==> config.mk <==
export PLATFORM = sky130hd
export DESIGN_NAME = led_blink_code_event_sequencer_core
export DESIGN_NICKNAME = d
export VERILOG_FILES = /design/src/design/lbc_pkg.sv /design/src/design/lbc_ram.sv /design/src/design/lbc_queue.sv /design/src/design/lbc_seq.sv /design/src/design/led_blink_code_event_sequencer_core.sv
export SDC_FILE = /design/constraint.sdc
export NUM_CORES = 1
export LEC_CHECK = 0
export ABC_AREA = 1
export ABC_CLOCK_PERIOD_IN_PS = 3430
export BUFFER_PORTS_ARGS = -buffer_cell sky130_fd_sc_hd__buf_2
export CAP_MARGIN = 30
export CORE_AREA = 2 2 191 193
export CTS_CLUSTER_DIAMETER = 100
export DETAILED_ROUTE_END_ITERATION = 10
export DIE_AREA = 0 0 193 195
export PLACE_DENSITY = 0.62
export SLEW_MARGIN = 30
export SYNTH_ARGS = -nofsm -noshare
export SYNTH_HDL_FRONTEND = slang
export SYNTH_SLANG_ARGS = --single-unit
==> constraint.sdc <==
create_clock -name i_clk -period 3.43 [get_ports i_clk]
set_input_delay 0.686 -clock i_clk [delete_from_list [all_inputs] [get_ports i_clk]]
set_output_delay 0.686 -clock i_clk [all_outputs]
set_load 0.02 [all_outputs]
==> src/design/lbc_pkg.sv <==
// Shared types, constants and codes for the LED blink-code event sequencer.
`timescale 1ns / 1ps
package lbc_pkg;

    // Default queue depth; the ring holds one fewer event than this.
    localparam int QUEUE_DEPTH_DEF = 8;

    // Field widths
    localparam int TYPE_W   = 4;
    localparam int VALUE_W  = 4;
    localparam int ENTRY_W  = TYPE_W + VALUE_W;
    localparam int TIME_W   = 32;
    localparam int CFG_W    = 16;
    localparam int CFG_IDX_W = 2;

    // Type clamp and value encoding
    localparam logic [TYPE_W-1:0]  TYPE_MIN  = 4'd1;
    localparam logic [TYPE_W-1:0]  TYPE_MAX  = 4'd15;
    localparam logic [7:0]         VALUE_MAX = 8'd7;
    localparam logic [VALUE_W-1:0] NO_VALUE  = 4'hF;

    // Register reset values
    localparam logic [CFG_W-1:0] PULSE_SPACING_RST = 16'd20;
    localparam logic [CFG_W-1:0] STAGE_GAP_RST     = 16'd40;
    localparam logic [CFG_W-1:0] EVENT_GAP_RST     = 16'd80;

    // Register indexes
    localparam logic [CFG_IDX_W-1:0] CFG_PULSE_SPACING = 2'd0;
    localparam logic [CFG_IDX_W-1:0] CFG_STAGE_GAP     = 2'd1;
    localparam logic [CFG_IDX_W-1:0] CFG_EVENT_GAP     = 2'd2;

    // Action codes
    localparam logic [1:0] ACT_LOG    = 2'd0;
    localparam logic [1:0] ACT_TICK   = 2'd1;
    localparam logic [1:0] ACT_TOGGLE = 2'd2;
    localparam logic [1:0] ACT_NONE   = 2'd3;

    // Timing registers
    typedef struct packed {
        logic [CFG_W-1:0] pulse_spacing;
        logic [CFG_W-1:0] stage_gap;
        logic [CFG_W-1:0] event_gap;
    } t_cfg;

    // Oldest queued event, as seen by the sequencer
    typedef struct packed {
        logic               avail;
        logic [TYPE_W-1:0]  etype;
        logic [VALUE_W-1:0] evalue;
    } t_head;

    // Per-word commands to the sequencer
    typedef struct packed {
        logic tick;
        logic toggle;
    } t_seq_cmd;

    // Sequencer levels after the current word
    typedef struct packed {
        logic led;
        logic busy;
    } t_seq_status;

endpackage

==> src/design/lbc_ram.sv <==
// Generic single-port-write, registered-read RAM (read returns old data on collision).
`timescale 1ns / 1ps
module lbc_ram #(
    parameter int WIDTH = 8,
    parameter int DEPTH = 8
) (
    input  logic                     i_clk,
    input  logic                     i_we,
    input  logic [$clog2(DEPTH)-1:0] i_waddr,
    input  logic [WIDTH-1:0]         i_wdata,
    input  logic [$clog2(DEPTH)-1:0] i_raddr,
    output logic [WIDTH-1:0]         o_rdata
);

    logic [WIDTH-1:0] r_mem [DEPTH];
    logic [WIDTH-1:0] r_rdata;

    always_ff @(posedge i_clk) begin
        if (i_we) begin
            r_mem[i_waddr] <= i_wdata;
        end
        r_rdata <= r_mem[i_raddr];
    end

    assign o_rdata = r_rdata;

endmodule

==> src/design/lbc_queue.sv <==
// Event ring queue: pointers, storage RAM and head prefetch with write forwarding.
`timescale 1ns / 1ps
module lbc_queue #(
    parameter int QUEUE_DEPTH = lbc_pkg::QUEUE_DEPTH_DEF
) (
    input  logic          i_clk,
    input  logic          i_rst_n,
    input  logic          i_push,
    input  logic [7:0]    i_type,
    input  logic [7:0]    i_value,
    input  logic          i_pop,
    output logic          o_dropped,
    output lbc_pkg::t_head o_head
);

    localparam int PTR_W = $clog2(QUEUE_DEPTH);
    localparam logic [PTR_W-1:0] PTR_LAST = PTR_W'(QUEUE_DEPTH - 1);

    logic [PTR_W-1:0] r_wp, n_wp;
    logic [PTR_W-1:0] r_rp, n_rp;
    logic [PTR_W-1:0] wp_inc, rp_inc;
    logic             full, empty, wr_en;

    logic [lbc_pkg::TYPE_W-1:0]  ctype;
    logic [lbc_pkg::VALUE_W-1:0] cvalue;
    logic [lbc_pkg::ENTRY_W-1:0] wr_word, rd_word, head_word;

    logic                        r_fwd_valid;
    logic [lbc_pkg::ENTRY_W-1:0] r_fwd_word;

    // Pointer arithmetic, wrapping at the depth
    assign wp_inc = (r_wp == PTR_LAST) ? '0 : r_wp + 1'b1;
    assign rp_inc = (r_rp == PTR_LAST) ? '0 : r_rp + 1'b1;
    assign full   = (wp_inc == r_rp);
    assign empty  = (r_wp == r_rp);

    assign wr_en     = i_push && !full;
    assign o_dropped = i_push && full;

    // Clamp type to 1..15; values above 7 mean no value stage
    always_comb begin
        if (i_type == 8'd0) begin
            ctype = lbc_pkg::TYPE_MIN;
        end else if (i_type > 8'(lbc_pkg::TYPE_MAX)) begin
            ctype = lbc_pkg::TYPE_MAX;
        end else begin
            ctype = i_type[lbc_pkg::TYPE_W-1:0];
        end
        if (i_value <= lbc_pkg::VALUE_MAX) begin
            cvalue = i_value[lbc_pkg::VALUE_W-1:0];
        end else begin
            cvalue = lbc_pkg::NO_VALUE;
        end
    end

    assign wr_word = {ctype, cvalue};
    assign n_wp    = wr_en ? wp_inc : r_wp;
    assign n_rp    = (i_pop && !empty) ? rp_inc : r_rp;

    always_ff @(posedge i_clk) begin
        if (!i_rst_n) begin
            r_wp        <= '0;
            r_rp        <= '0;
            r_fwd_valid <= 1'b0;
        end else begin
            r_wp        <= n_wp;
            r_rp        <= n_rp;
            // catch a write into the slot being prefetched this edge
            r_fwd_valid <= wr_en && (r_wp == n_rp);
        end
    end

    always_ff @(posedge i_clk) begin
        r_fwd_word <= wr_word;
    end

    // Read address is the next read pointer so the head word is ready each cycle
    lbc_ram #(
        .WIDTH (lbc_pkg::ENTRY_W),
        .DEPTH (QUEUE_DEPTH)
    ) u_ram (
        .i_clk   (i_clk),
        .i_we    (wr_en),
        .i_waddr (r_wp),
        .i_wdata (wr_word),
        .i_raddr (n_rp),
        .o_rdata (rd_word)
    );

    assign head_word     = r_fwd_valid ? r_fwd_word : rd_word;
    assign o_head.avail  = !empty;
    assign o_head.etype  = head_word[lbc_pkg::ENTRY_W-1:lbc_pkg::VALUE_W];
    assign o_head.evalue = head_word[lbc_pkg::VALUE_W-1:0];

endmodule

==> src/design/lbc_seq.sv <==
// Blink sequencer: time base, pulse stages, gaps and LED level.
`timescale 1ns / 1ps
module lbc_seq (
    input  logic                 i_clk,
    input  logic                 i_rst_n,
    input  lbc_pkg::t_seq_cmd    i_cmd,
    input  lbc_pkg::t_cfg        i_cfg,
    input  lbc_pkg::t_head       i_head,
    output logic                 o_pop,
    output lbc_pkg::t_seq_status o_status
);

    localparam int TW = lbc_pkg::TIME_W;

    logic          r_active, n_active;
    logic          r_vstage, n_vstage;
    logic [3:0]    r_pulses, n_pulses;
    logic [3:0]    r_vpend,  n_vpend;
    logic [TW-1:0] r_next,   n_next;
    logic [TW-1:0] r_idle,   n_idle;
    logic [TW-1:0] r_time,   n_time;
    logic          r_led,    n_led;
    logic [3:0]    pulses_dec;

    assign pulses_dec = r_pulses - 1'b1;

    // One sequencer step per tick, then the time base advances
    always_comb begin
        n_active = r_active;
        n_vstage = r_vstage;
        n_pulses = r_pulses;
        n_vpend  = r_vpend;
        n_next   = r_next;
        n_idle   = r_idle;
        n_time   = r_time;
        n_led    = r_led;
        o_pop    = 1'b0;
        if (i_cmd.tick) begin
            n_time = r_time + 1'b1;
            if (!r_active) begin
                // start the oldest event once the idle gap is over
                if (r_time >= r_idle && i_head.avail) begin
                    o_pop    = 1'b1;
                    n_pulses = i_head.etype;
                    n_vpend  = (i_head.evalue == lbc_pkg::NO_VALUE) ? 4'd0
                                                                   : i_head.evalue + 1'b1;
                    n_active = 1'b1;
                    n_vstage = 1'b0;
                    n_next   = r_time;
                    n_led    = 1'b1;
                end
            end else if (r_time >= r_next && r_pulses != 4'd0) begin
                n_led    = !r_led;
                n_pulses = pulses_dec;
                n_next   = r_time + TW'(i_cfg.pulse_spacing);
                if (pulses_dec == 4'd0) begin
                    n_led = 1'b0;
                    if (!r_vstage && r_vpend != 4'd0) begin
                        // move on to the value stage
                        n_vstage = 1'b1;
                        n_pulses = r_vpend;
                        n_vpend  = 4'd0;
                        n_next   = r_time + TW'(i_cfg.stage_gap);
                    end else begin
                        n_active = 1'b0;
                        n_vstage = 1'b0;
                        n_idle   = r_time + TW'(i_cfg.event_gap);
                    end
                end
            end
        end else if (i_cmd.toggle) begin
            n_led = !r_led;
        end
    end

    always_ff @(posedge i_clk) begin
        if (!i_rst_n) begin
            r_active <= 1'b0;
            r_vstage <= 1'b0;
            r_pulses <= '0;
            r_vpend  <= '0;
            r_next   <= '0;
            r_idle   <= '0;
            r_time   <= '0;
            r_led    <= 1'b1;
        end else begin
            r_active <= n_active;
            r_vstage <= n_vstage;
            r_pulses <= n_pulses;
            r_vpend  <= n_vpend;
            r_next   <= n_next;
            r_idle   <= n_idle;
            r_time   <= n_time;
            r_led    <= n_led;
        end
    end

    // Levels as they stand after this word
    assign o_status.led  = n_led;
    assign o_status.busy = n_active;

endmodule

==> src/design/led_blink_code_event_sequencer_core.sv <==
// Top level of the LED blink-code event sequencer: handshakes, registers, result word.
`timescale 1ns / 1ps
// Takes one input word per clock while results are taken, and returns exactly one result
// word for each (LED level, drop flag, busy flag after that word). A log word
// queues an event in a RAM ring that holds QUEUE_DEPTH-1 events; the head entry
// is prefetched through the RAM's registered read port with write forwarding,
// so a tick can start the next event in the same cycle. Ticks step the blink
// sequencer and the 32-bit millisecond count; a toggle word flips the LED.
// The result register lets a new word in while the previous result is taken.
// Reset needs no clearing pass. The user must write registers only while idle (not enforced).
module led_blink_code_event_sequencer_core #(
    parameter int QUEUE_DEPTH = lbc_pkg::QUEUE_DEPTH_DEF
) (
    input  logic                            i_clk,
    input  logic                            i_rst_n,
    // input word
    input  logic                            i_s_tvalid,
    output logic                            o_s_tready,
    input  logic [15:0]                     i_s_tdata,  // [7:0] event_type, [15:8] event_value
    input  logic [1:0]                      i_s_tuser,  // [1:0] action
    // result word
    output logic                            o_m_tvalid,
    input  logic                            i_m_tready,
    output logic [7:0]                      o_m_tdata,  // [0] led_on, [1] event_dropped,
                                                        // [2] sequence_busy, [7:3] zero
    // register writes
    input  logic                            i_cfg_valid,
    output logic                            o_cfg_ready,
    input  logic [lbc_pkg::CFG_IDX_W-1:0]   i_cfg_index,
    input  logic [lbc_pkg::CFG_W-1:0]       i_cfg_data
);

    logic                 accept;
    logic                 push, dropped, pop;
    lbc_pkg::t_cfg        r_cfg;
    lbc_pkg::t_head       head;
    lbc_pkg::t_seq_cmd    cmd;
    lbc_pkg::t_seq_status status;

    logic       r_out_valid;
    logic [2:0] r_out_bits;

    // Input is taken whenever the result slot is free or draining
    assign o_s_tready = !r_out_valid || i_m_tready;
    assign accept     = i_s_tvalid && o_s_tready;

    // Decode action
    always_comb begin
        push       = 1'b0;
        cmd.tick   = 1'b0;
        cmd.toggle = 1'b0;
        case (i_s_tuser)
            lbc_pkg::ACT_LOG:    push       = accept;
            lbc_pkg::ACT_TICK:   cmd.tick   = accept;
            lbc_pkg::ACT_TOGGLE: cmd.toggle = accept;
            lbc_pkg::ACT_NONE:   ;
            default:             ;
        endcase
    end

    // Timing registers
    assign o_cfg_ready = 1'b1;

    always_ff @(posedge i_clk) begin
        if (!i_rst_n) begin
            r_cfg.pulse_spacing <= lbc_pkg::PULSE_SPACING_RST;
            r_cfg.stage_gap     <= lbc_pkg::STAGE_GAP_RST;
            r_cfg.event_gap     <= lbc_pkg::EVENT_GAP_RST;
        end else if (i_cfg_valid) begin
            case (i_cfg_index)
                lbc_pkg::CFG_PULSE_SPACING: r_cfg.pulse_spacing <= i_cfg_data;
                lbc_pkg::CFG_STAGE_GAP:     r_cfg.stage_gap     <= i_cfg_data;
                lbc_pkg::CFG_EVENT_GAP:     r_cfg.event_gap     <= i_cfg_data;
                default:                    ;
            endcase
        end
    end

    lbc_queue #(
        .QUEUE_DEPTH (QUEUE_DEPTH)
    ) u_queue (
        .i_clk     (i_clk),
        .i_rst_n   (i_rst_n),
        .i_push    (push),
        .i_type    (i_s_tdata[7:0]),
        .i_value   (i_s_tdata[15:8]),
        .i_pop     (pop),
        .o_dropped (dropped),
        .o_head    (head)
    );

    lbc_seq u_seq (
        .i_clk    (i_clk),
        .i_rst_n  (i_rst_n),
        .i_cmd    (cmd),
        .i_cfg    (r_cfg),
        .i_head   (head),
        .o_pop    (pop),
        .o_status (status)
    );

    // Result register
    always_ff @(posedge i_clk) begin
        if (!i_rst_n) begin
            r_out_valid <= 1'b0;
        end else if (accept) begin
            r_out_valid <= 1'b1;
        end else if (i_m_tready) begin
            r_out_valid <= 1'b0;
        end
    end

    always_ff @(posedge i_clk) begin
        if (accept) begin
            r_out_bits <= {status.busy, dropped, status.led};
        end
    end

    assign o_m_tvalid = r_out_valid;
    assign o_m_tdata  = {5'd0, r_out_bits};

endmodule
==> flow_summary.toml <==
[clock_network]
htree_levels = 1
cts_inserted_buffers = 29
cts_tree = "yes"
clk_path_buf_depth = 3
clk_pin_slew_ns = 0.07
cts_hold_buf = 0
ctsResizeCount = 0
postCtsSetupBuffers = 0
clock_latency_ns = 0.60
cts.sinks = 246
cts_root_buf = "clkbuf_16"

[sta]
slew_headroom_pct = 37.1
skew_ns = 0.0382
layout_min_cycle_time_ns = 3.16
tightest_slew_ns = 0.937
hold_viol = 0
rsz0062_at_grt = "no"
fmax_ghz = 0.317
maxSlewViolCount = 0
setup_viol = 0
finalCritPeriodShare_pct = 92.1
tns_ns = 0
fin_hold_ws_ns = 0.350

[yosys]
synth.top_cell.area_share_pct = 22.6
avgSynthCellArea_sq_um = 7.21
postSynth.asyncResetShare_pct = 0
synth_edf_count = 67
syn_area_sq_um = 15900
ys_ff_latch = 246
syn_inst = 2204
yosysTopAreaCell = "dfxtp_1"
synth.yosys.warnings = 0
yosysSeqAreaShare_pct = 35.2
synth_cell_types = 60
synth_area_leaders = "dfxtp_1 23%, edfxtp_1 13%, nand2_1 10%"
synth_flop_cell = "dfxtp_1"

[finish]
diodes = 0
final-seq-area_sq_um = 5600
drive_above_1_share_pct = 9.62
synthToLayoutAreaGrowth_pct = 11.8
multi_input_area_sq_um = 8820
finalNetCount = 2429
num-fill-cells = 3532

[worst_setup_path]
cp-start-kind = "flop"
r2r-end = "u_seq.r_next[12]$_SDFFE_PN0P_"
critPathCaptureType = "flop"
cpMostUsedCell = "nand2_1"
cp_max_fo = 30
crit_arrival_ns = 3.64
reg2reg_depth = 17
critPathMaxStageDelay_ns = 0.43
slowest_stage = "dfxtp_1"
required_ns = 3.92
crit_chain = "ha_1 > nand2_1 > nor2_2 > nand2_1 > nor2_1 > nor2_1 > nand2_1 > nand2_1 > nand2_1 > nand2_2 > a21oi_4 > nand2_4 > nand2_2 > nand2_2 > buf_4 > nor3b_1 > nor2_1"
rrSetupSlack_ns = 0.27
worstSetupPathType = "flop to flop"
worstReg2RegStart = "u_seq.r_time[7]$_SDFFE_PN0P_"

[floorplanning]
fp.coreArea_sq_um = 35400
die_h_um = 195
die_w_um = 193
dieArea_sq_um = 37600
ioPinCount = 52
rows = 69
start_util_pct = 44.9

[global_routing]
grt_pass1_wl_um = 77000
grt_pass1_vias = 14300
track_usage_pct = 25.8
grt_max_degree = 60
grt_overflow = 0
antenna_found_initial = 0

[pwr]
internal_power_mw = 5.16
ir_worst_vdd_v = 0.000492
p_leak_nw = 7.75
p_per_area_nw_per_um2 = 387
seq_power_share_pct = 44.8
p_clk_share_pct = 47.2
p_switching_mw = 1.72
switching_share_pct = 25.0
comb_power_share_pct = 8.0

[detailed_routing]
drtIter0Drc = 1013
routedWlPerCell_um = 17.4
drtAntennaViolNets = 0
drtPass1Iterations = 5
viasPerCell = 5.43
drcViolationCount = 0
finalWirelength_um = 47900
vias = 14900

[placed_design]
io_buffers = 45
gp_congestion = 0.986
dp_hpwl_um = 35900

[status]
status = "completed"

[min_path]
hold_class = "input port to flop"
whs_path_depth = 3
min_from = "i_cfg_data[4]"
min_to = "r_cfg[4]$_SDFFE_PN1P_"

[flow_run]
cap_viol_max_count = 0
==> power by group through the flow <==
| stage | logic [mW] | registers, mW | clock network, mW |
|---|---|---|---|
| 2_1_floorplan | 0.388 | 3.13 | 0 |
| 3_3_place_gp | 0.538 | 3.14 | 0 |
| 3_5_place_dp | 0.545 | 3.14 | 0 |
| 4_1_cts | 0.549 | 3.08 | 3.30 |
| 5_1_grt | 0.619 | 3.08 | 3.41 |
| 6_report | 0.551 | 3.08 | 3.24 |
==> final cells by class <==
| cell class | instances | share of cell area, % |
|---|---|---|
| Sequential cell | 246 | 31.5 |
| Clock buffer | 35 | 4.44 |
| Tap cell | 461 | 3.25 |
| Multi-Input combinational cell | 1599 | 49.7 |
| Inverter | 286 | 6.05 |
| Timing Repair Buffer | 103 | 3.88 |
| Clock inverter | 17 | 1.18 |
==> flip-flops by register name, indices dropped and copies added (netlist names) <==
signal                 count
o_m_tvalid                 1
u_queue.r_fwd_word         8
u_queue.r_fwd_valid        1
u_queue.u_ram.r_mem       64
u_seq.r_vstage             1
u_queue.r_rp               3
u_seq.r_time              32
u_seq.r_idle              32
u_queue.r_wp               3
u_queue.u_ram.o_rdata      8
u_seq.r_next              32
r_out_bits                 3
u_seq.r_active             1
u_seq.r_vpend              4
r_cfg                     48
u_seq.r_pulses             4
u_seq.r_led                1
==> worst max-delay path by stage <==
stage	startpoint	slack [ns]	to	cells after the start
floorplan	i_m_tready	0.91	u_queue.u_ram.r_mem[0][0]$_DFFE_PP_	7
global placement	u_seq.r_time[7]$_SDFFE_PN0P_	0.40	u_seq.r_next[12]$_SDFFE_PN0P_	17
detailed placement	u_seq.r_time[7]$_SDFFE_PN0P_	0.40	u_seq.r_next[12]$_SDFFE_PN0P_	17
CTS	u_seq.r_time[7]$_SDFFE_PN0P_	0.36	u_seq.r_next[12]$_SDFFE_PN0P_	17
global route	u_seq.r_time[7]$_SDFFE_PN0P_	0.08	u_queue.u_ram.o_rdata[0]$_DFF_P_	20
finish	u_seq.r_time[7]$_SDFFE_PN0P_	0.27	u_seq.r_next[12]$_SDFFE_PN0P_	17
==> metal layers <==
metal  vias up  global-route usage (%)  wire, um
met5         -                       0         0
met2       440                    40.6     20900
met4         0                    9.23      1590
met1      6945                    36.6     22800
li1       7449                       -         -
met3        90                    2.64      2580
==> cells by family (layout without fill, tap and decap cells) <==
group           count (synthesis)  in the layout  synth area share [%]
fa+ha+maj                     123            123                  9.83
other cells                     2              6                0.0473
mux                             1              1                0.0630
compound gates                449            449                  15.4
simple gates                  960            960                  26.8
xor+xnor                       60             60                  3.31
buf+inv                       363            441                  9.31
flops                         246            246                  35.2
==> cell usage in the layout, fill, tap and decap left out, types with 4 or more instances in the layout <==
| master | synthesis | layout |
|---|---|---|
| nand2_2 | 9 | 9 |
| a21boi_0 | 7 | 7 |
| dfxtp_1 | 179 | 179 |
| a21oi_1 | 192 | 192 |
| nand2_4 | 4 | 4 |
| nor3_1 | 36 | 36 |
| clkbuf_8 | 0 | 4 |
| o211ai_1 | 18 | 18 |
| edfxtp_1 | 67 | 67 |
| or2_2 | 9 | 9 |
| nor4_1 | 8 | 8 |
| conb_1 | 2 | 6 |
| nand3_1 | 184 | 184 |
| o21a_1 | 5 | 5 |
| o21ai_1 | 15 | 15 |
| clkbuf_16 | 0 | 29 |
| a21o_1 | 5 | 5 |
| nor2_2 | 8 | 8 |
| ha_1 | 120 | 120 |
| bufinv_16 | 0 | 4 |
| clkinv_1 | 3 | 6 |
| nor3b_1 | 4 | 4 |
| a22oi_1 | 7 | 7 |
| nand4_1 | 21 | 21 |
| buf_2 | 16 | 44 |
| buf_4 | 9 | 57 |
| xnor2_1 | 16 | 16 |
| a31oi_1 | 6 | 6 |
| o21ai_0 | 174 | 174 |
| o21bai_1 | 4 | 4 |
| inv_2 | 14 | 14 |
| xor2_1 | 44 | 44 |
| nor3_2 | 7 | 7 |
| clkinv_2 | 0 | 5 |
| inv_1 | 269 | 269 |
| nand2_1 | 442 | 442 |
| nor2_1 | 209 | 209 |
==> cell usage after synthesis, types with 14 or more instances <==
cell type	n
xnor2_1	16
inv_1	269
nor2_1	209
o211ai_1	18
xor2_1	44
a21oi_1	192
ha_1	120
nor3_1	36
dfxtp_1	179
edfxtp_1	67
nand2_1	442
buf_2	16
nand3_1	184
clkbuf_1	38
inv_2	14
o21ai_0	174
nand4_1	21
o21ai_1	15
==> critical path, delay by kind of cell, from the launching register on <==
family	cells	cell delay (ns)
flops	1	0.43
simple gates	14	1.66
fa+ha+maj	1	0.36
buf+inv	1	0.26
compound gates	1	0.31
==> through the flow <==
step	instance area [sq um]	cells	worst slack (ns)	util, %	power (mW)
after floorplan	15900	2208	0.912	-	3.51
after global placement	16800	2695	0.403	47.3	3.68
after detailed placement	16800	2695	0.395	47.3	3.69
after CTS	17800	2747	0.357	50.2	6.93
after global routing	17800	2747	0.0816	50.2	7.11
final	17800	2747	0.271	50.2	6.87
(Power assumes the default switching activity.)
